$ cat config.mk
export PLATFORM = sky130hd
export DESIGN_NAME = rti_queue
export DESIGN_NICKNAME = d
export VERILOG_FILES = /design/src/hdl/rti_pkg.sv /design/src/hdl/rti_queue.sv
export VERILOG_INCLUDE_DIRS = /design/src /design/src/hdl
export SDC_FILE = /design/constraint.sdc
export NUM_CORES = 2
export LEC_CHECK = 0
export BUFFER_PORTS_ARGS = -buffer_cell sky130_fd_sc_hd__buf_2
export CORE_MARGIN = 1.5
export CORE_UTILIZATION = 40
export DETAILED_ROUTE_END_ITERATION = 10
export SYNTH_ARGS = -nofsm -noshare
export SYNTH_HDL_FRONTEND = slang
export SYNTH_SLANG_ARGS = --single-unit
export TNS_END_PERCENT = 5
$ cat constraint.sdc
create_clock -name clk -period 14.95 [get_ports clk]
set_input_delay 2.2425 -clock clk [delete_from_list [all_inputs] [get_ports clk]]
set_output_delay 2.2425 -clock clk [all_outputs]
set_load 0.01 [all_outputs]
$ cat src/hdl/assert_macros.svh
// Assertion helpers. Both sample on clk and stay quiet while rst_n is low.
`ifndef ASSERT_MACROS_SVH
`define ASSERT_MACROS_SVH
`ifndef ASSERT_OFF
`define ASSERT_ALWAYS(lbl, expr) \
    lbl: assert property (@(posedge clk) disable iff (!rst_n) (expr)) \
        else $error("assertion failed");
`define ASSERT_IMPLY(lbl, pre, post) \
    lbl: assert property (@(posedge clk) disable iff (!rst_n) (pre) |=> (post)) \
        else $error("assertion failed");
`else
`define ASSERT_ALWAYS(lbl, expr)
`define ASSERT_IMPLY(lbl, pre, post)
`endif
`endif

$ cat src/hdl/rti_pkg.sv
`timescale 1ns / 1ps
package rti_pkg;

    localparam int FIELD_W    = 48;
    localparam int CW         = 16;             // one signed coordinate
    localparam int DW         = CW + 1;         // coordinate difference
    localparam int NW         = 2 * DW + 1;     // cross product term
    localparam int PW         = DW + NW + 2;    // dot product
    localparam int RATIO_FRAC = 16;             // Q16.16 ratios
    localparam int RN_W       = PW + 2 + RATIO_FRAC;
    localparam int PN_W       = PW + DW + 1;
    localparam int QW         = 32;             // quotient bits per divider
    localparam int QDEPTH     = 4;              // power of two
    localparam int QPTR_W     = $clog2(QDEPTH);

    typedef logic signed [DW-1:0] diff_t;
    typedef logic signed [NW-1:0] cross_t;
    typedef logic signed [PW-1:0] dot_t;

    typedef struct packed {
        logic                       hit;
        logic [PW-1:0]              den;
        logic signed [RN_W-1:0]     num_t;
        logic signed [RN_W-1:0]     num_a;
        logic signed [RN_W-1:0]     num_b;
        logic signed [RN_W-1:0]     num_c;
        logic [2:0][PN_W-1:0]       num_p;
        logic [2:0][CW-1:0]         base;
    } entry_t;

    typedef struct packed {
        logic full;
        logic nonempty;
    } q_status_t;

endpackage

$ cat src/hdl/rti_queue.sv
`timescale 1ns / 1ps
`include "assert_macros.svh"
module rti_queue import rti_pkg::*; (
    input  logic        clk,
    input  logic        rst_n,
    input  logic        push,
    input  entry_t      push_entry,
    input  logic        pop,
    output entry_t      head,
    output q_status_t   status
);

    entry_t             mem_reg [QDEPTH];
    logic [QPTR_W-1:0]  wr_ptr_reg, rd_ptr_reg;
    logic [QPTR_W:0]    count_reg;

    assign head            = mem_reg[rd_ptr_reg];
    assign status.full     = (count_reg == (QPTR_W+1)'(QDEPTH));
    assign status.nonempty = (count_reg != '0);

    always_ff @(posedge clk or negedge rst_n)
    begin
        if (!rst_n)
        begin
            wr_ptr_reg <= '0;
            rd_ptr_reg <= '0;
            count_reg  <= '0;
        end
        else
        begin
            if (push)
                wr_ptr_reg <= wr_ptr_reg + 1'b1;
            if (pop)
                rd_ptr_reg <= rd_ptr_reg + 1'b1;
            if (push && !pop)
                count_reg <= count_reg + 1'b1;
            else if (pop && !push)
                count_reg <= count_reg - 1'b1;
        end
    end

    always_ff @(posedge clk)
    begin
        if (push)
            mem_reg[wr_ptr_reg] <= push_entry;
    end

    `ASSERT_ALWAYS(a_push_not_full, !(push && status.full))
    `ASSERT_ALWAYS(a_pop_not_empty, !(pop && !status.nonempty))
    `ASSERT_ALWAYS(a_count_bound, count_reg <= (QPTR_W+1)'(QDEPTH))
    `ASSERT_IMPLY(a_count_up, push && !pop, count_reg == $past(count_reg) + 1'b1)

endmodule

* Word-level counts from Yosys, hierarchy flattened *
Memories as Yosys holds them, arrays and structs flattened.
Cells that the tools add are included.

storage, ports and cells
  bits in writable memories = 2428
  bits in registers = 7
  input port bits = 611
  memories = 1
  output and inout bits = 609
  word-level logic and storage cells = 19

operators by class
  reduce and logical (&&, ||, !) cells = 6
  mux-type cells = 4
  $add $sub $neg = 4
  eq/ne operators = 1

memory list
  memory   words  bits a word  rd ports  clocked after Yosys merged registers in  wr ports  RTL line         source
  mem_reg  4      607          1         0                                        1         rti_queue.sv:13  entry_t mem_reg [QDEPTH];

operator list
  cell                                               count
  two-way mux 3 bit                                  2
  adder 2 x 1 -> 2 bit (second input constant)       2
  adder 3 x 1 -> 3 bit (second input constant)       1
  == test 3 bit (second input constant)              1
  nonzero test 3 bit                                 1
  subtractor 3 x 1 -> 3 bit (second input constant)  1
  logical AND 1 bit                                  2
  logical NOT 1 bit                                  2
  two-way mux 1 bit                                  2
  nonzero test 2 bit                                 1

* Depth between registers and ports, before layout *
  depth in word-level cells = 4
  gate-level depth with buffers = 7
  mapped depth without buffers = 7

* Worst setup path before layout *
OpenSTA, ideal clock, no wires.

  path type = input to register
  start point = in push
  end point = mem mem_reg[1][0] (netlist bit) (enable)
  path buffers = 0
  cell stages on the path = 1
  library setup time = 1.050 ns
  arrival time = 15.851 ns
  required time = 13.900 ns
  setup slack = -1.951 ns
  cell sequence = and2_1

between the ends
  word-level cells in the longest chain between the ends = 2

ends and longest elaborated chain
  what                                     RTL line         source
  from (decl)                              rti_queue.sv:6   input logic push,
  two-way mux 1 bit                        rti_queue.sv:44  if (push)
  two-way mux 1 bit (implied by the code)  rti_queue.sv:45  mem_reg[wr_ptr_reg] <= push_entry;
  to (decl)                                rti_queue.sv:13

No other way between the ends.

==> results list <==
- Synth top area cells: sky130_fd_sc_hd__edfxtp_1, sky130_fd_sc_hd__mux4_2, sky130_fd_sc_hd__buf_4
- The number of max-slew violations in the final report is 0.
* Area delta synth->final: 20.3%
- Number of top-level pins: 1220
* Floorplan die height: 471 µm
* Clock tree root driver cell: sky130_fd_sc_hd__clkbuf_16
* Remaining global-route overflow: 0
- Die Outline Area: 222000 µm²
- Clock period minus worst slack: 7160 ps
- Static timing analysis puts the maximum clock frequency at 0.140 GHz.
* Slowest CP cell: sky130_fd_sc_hd__dfrtp_4
- Counting distinct cell types in the post-synthesis netlist gives 20.
- Detailed-route via count: 40500
- Clock slew at reported path FFs: 50 ps
- # nets final: 5231
- Avg Vias per Cell: 5.26
* Synthesized net count: 3822
* Count of max-cap constraint violations: 0
- Status: finished clean
- Worst endpoint required time: 12710 ps
* Total leakage power: 35.5 nW
- During synthesis, Yosys emitted a total of 0 warnings.
* Commonest non-fill, non-tap cell in the layout: sky130_fd_sc_hd__edfxtp_1
- Deepest level of the CTS H-tree: 5
- TritonCTS clock tree: done
- Row generation in the floorplan step produced 171 rows.
- Number of antenna violations at the first check in global routing: 154
- The clock reaches the later pin of the worst-skew pair after 900 ps.
- In this run, CTS created clock tree buffers numbering 274.
- In this run the deepest clock path goes through 4 buffers.
* Number of endpoints failing setup at the final stage: 0
* Series of cell instances along the critical path: buf_4 -> buf_4 -> buf_4 -> mux4_2 -> buf_2
- Area share of the leading cell type in the synthesized netlist: 83.1%
- CTS saw 2435 sinks.
- Routability-driven placement finished with a final weighted congestion of 0.818.
* Slew @ Worst Pin: 1170 ps
* Worst setup EP type: output port
- The largest single stage delay on the critical path is 910 ps.
* Number of setup buffers added after CTS: 0
- Dominant cell type by area after synthesis: sky130_fd_sc_hd__edfxtp_1
- CTS Hold Bufs: 0
- Normalized max-slew margin: 22.3%
- Cell repeated most along the worst path: sky130_fd_sc_hd__buf_4
- CTS-repair resized insts: 0
- Placed cell areas: 97200 µm²
* Core Box Area: 218000 µm²
- The clock arrives with 74.5 ps of skew.
- Part of the cycle the worst path needs: 47.9%
- Initial core utilization: 40.3%
- In the final routed layout, each cell accounts on average for 28.0 µm.
* Final standard cell utilization of the core: 48.5%
- In the layout the commonest cells are sky130_fd_sc_hd__edfxtp_1, sky130_fd_sc_hd__buf_2, sky130_fd_sc_hd__mux4_2, sky130_fd_sc_hd__clkbuf_16.
- The synthesized netlist occupies a cell area of 87800 µm².
- The post-route netlist has 46.7% of its cells at a drive strength greater than 1.
* Total routing resource utilization after global routing: 19.0%
- Worst voltage drop across the vdd grid: 0.000165 V
- The first global-routing pass estimated 304000 µm of wire.
- The register with the most flip-flops in the layout has 2428 of them.
- Setup repair after global routing missed its margin: false
- Overall power consumption after layout is estimated at 21.8 mW.
- Before antenna repair, the detailed router went through 7 iterations.
* Sequential area share after synthesis: 83.3%
- Fill cell instance count of the final layout: 17600
* Detailed router's first-iteration violation count: 3274
- Data arrival time of the worst path: 4910 ps
* Port buffer count: 1219
- Critical path fanouts, max: 42
- Vias in the first global route: 41500
- Maximum number of pins on one net before global-route repair: 146
- Final Hold Violating Endpoints: 0
- Dividing the synthesized area by the synthesized cell count gives 27.4 µm².
* Power Dens Cells: 206 nW/µm²
- CP Class: reg2out
* Die width: 471 µm
- Detailed-route DRC error count: 0
* Post-route cell area: 106000 µm²
- Synthesis handed over a netlist of 3205 instances.
- Post-synthesis register bit count: 2435
- Routed Antenna Nets: 0
- The min-delay analysis places its worst path in the category reg2reg.
- Routed wire length: 215000 µm
- The worst setup path is launched from a flip-flop.
* HPWL after detailed placement: 140000 µm
cells in the mapped netlist:
| library cell | n |
|---|---|
| sky130_fd_sc_hd__buf_6 | 4 |
| sky130_fd_sc_hd__mux2_2 | 1 |
| sky130_fd_sc_hd__ha_1 | 5 |
| sky130_fd_sc_hd__xnor2_1 | 2 |
| sky130_fd_sc_hd__nand2_1 | 2 |
| sky130_fd_sc_hd__clkbuf_1 | 15 |
| sky130_fd_sc_hd__or3_1 | 1 |
| sky130_fd_sc_hd__inv_1 | 4 |
| sky130_fd_sc_hd__nor2_1 | 1 |
| sky130_fd_sc_hd__xor2_1 | 4 |
| sky130_fd_sc_hd__buf_1 | 9 |
| sky130_fd_sc_hd__fa_1 | 1 |
| sky130_fd_sc_hd__edfxtp_1 | 2428 |
| sky130_fd_sc_hd__nor3b_1 | 1 |
| sky130_fd_sc_hd__buf_4 | 51 |
| sky130_fd_sc_hd__o21ai_0 | 1 |
| sky130_fd_sc_hd__buf_2 | 57 |
| sky130_fd_sc_hd__mux4_2 | 607 |
| sky130_fd_sc_hd__dfrtp_1 | 7 |
| sky130_fd_sc_hd__and2_1 | 4 |
power by group:
| part | leakage (nW) | switching, mW | internal, mW |
|---|---|---|---|
| clock | 4.04 | 2.57 | 3.67 |
| combinational | 9.07 | 3.74 | 2.57 |
| sequential | 22.4 | 0.281 | 8.93 |
| total | 35.5 | 6.59 | 15.2 |
critical path: cells and delay by family, from the launching register on:
kind / cells / cell delay, ps
buffers and inverters: 4 / 2390
flip-flops: 1 / 910
multiplexers: 1 / 600
stage by stage:
stage | std cells | setup TNS, ps | hold WS, ps | worst slack [ps]
2_1_floorplan | 3205 | -3379130 | 449 | -1860
3_5_place_dp | 7192 | 0 | 480 | 8440
3_3_place_gp | 7192 | 0 | 465 | 8450
5_1_grt | 7671 | 0 | 522 | 7240
6_report | 7706 | 0 | 482 | 7790
4_1_cts | 7663 | 0 | 487 | 7490
final cells by class:
type / instances / area (µm²) / share of cell area (%)
Antenna cell: 43 / 108 / 0.102
Multi-Input combinational cell: 630 / 13900 / 13.1
Timing Repair Buffer: 1269 / 6630 / 6.27
Tap cell: 2854 / 3570 / 3.38
Clock buffer: 335 / 7210 / 6.83
Clock inverter: 136 / 1090 / 1.04
Inverter: 4 / 15.0 / 0.0142
Sequential cell: 2435 / 73100 / 69.2
path summary, 6_finish.rpt:
kind,from,to,slack (ps),cells past startpoint
max reg2reg,wr_ptr_reg[0],mem_reg[2][106],10600,6
min,count_reg[2],count_reg[2],480,1
min in group asynchronous,rst_n,count_reg[2],1240,1
max in group asynchronous,rst_n,rd_ptr_reg[0],13510,1
min reg2reg,count_reg[2],count_reg[2],480,1
max,rd_ptr_reg[0],head[112],7790,5
metal layers:
layer / track usage (%) / routed length [µm]
met1: 22.7 / 79700
met2: 30.8 / 105000
met3: 8.55 / 23100
met4: 5.75 / 7180
met5: 0 / 827
logic make-up after synthesis:
logic type,after synthesis,share of synthesized area (%)
flops,2435,83.3
mux,608,15.6
buf+inv,140,0.932
simple gates,9,0.0570
xor+xnor,6,0.0599
fa+ha+maj,6,0.0941
compound gates,1,0.00570
Note: power is estimated with default switching activity, not from simulation.
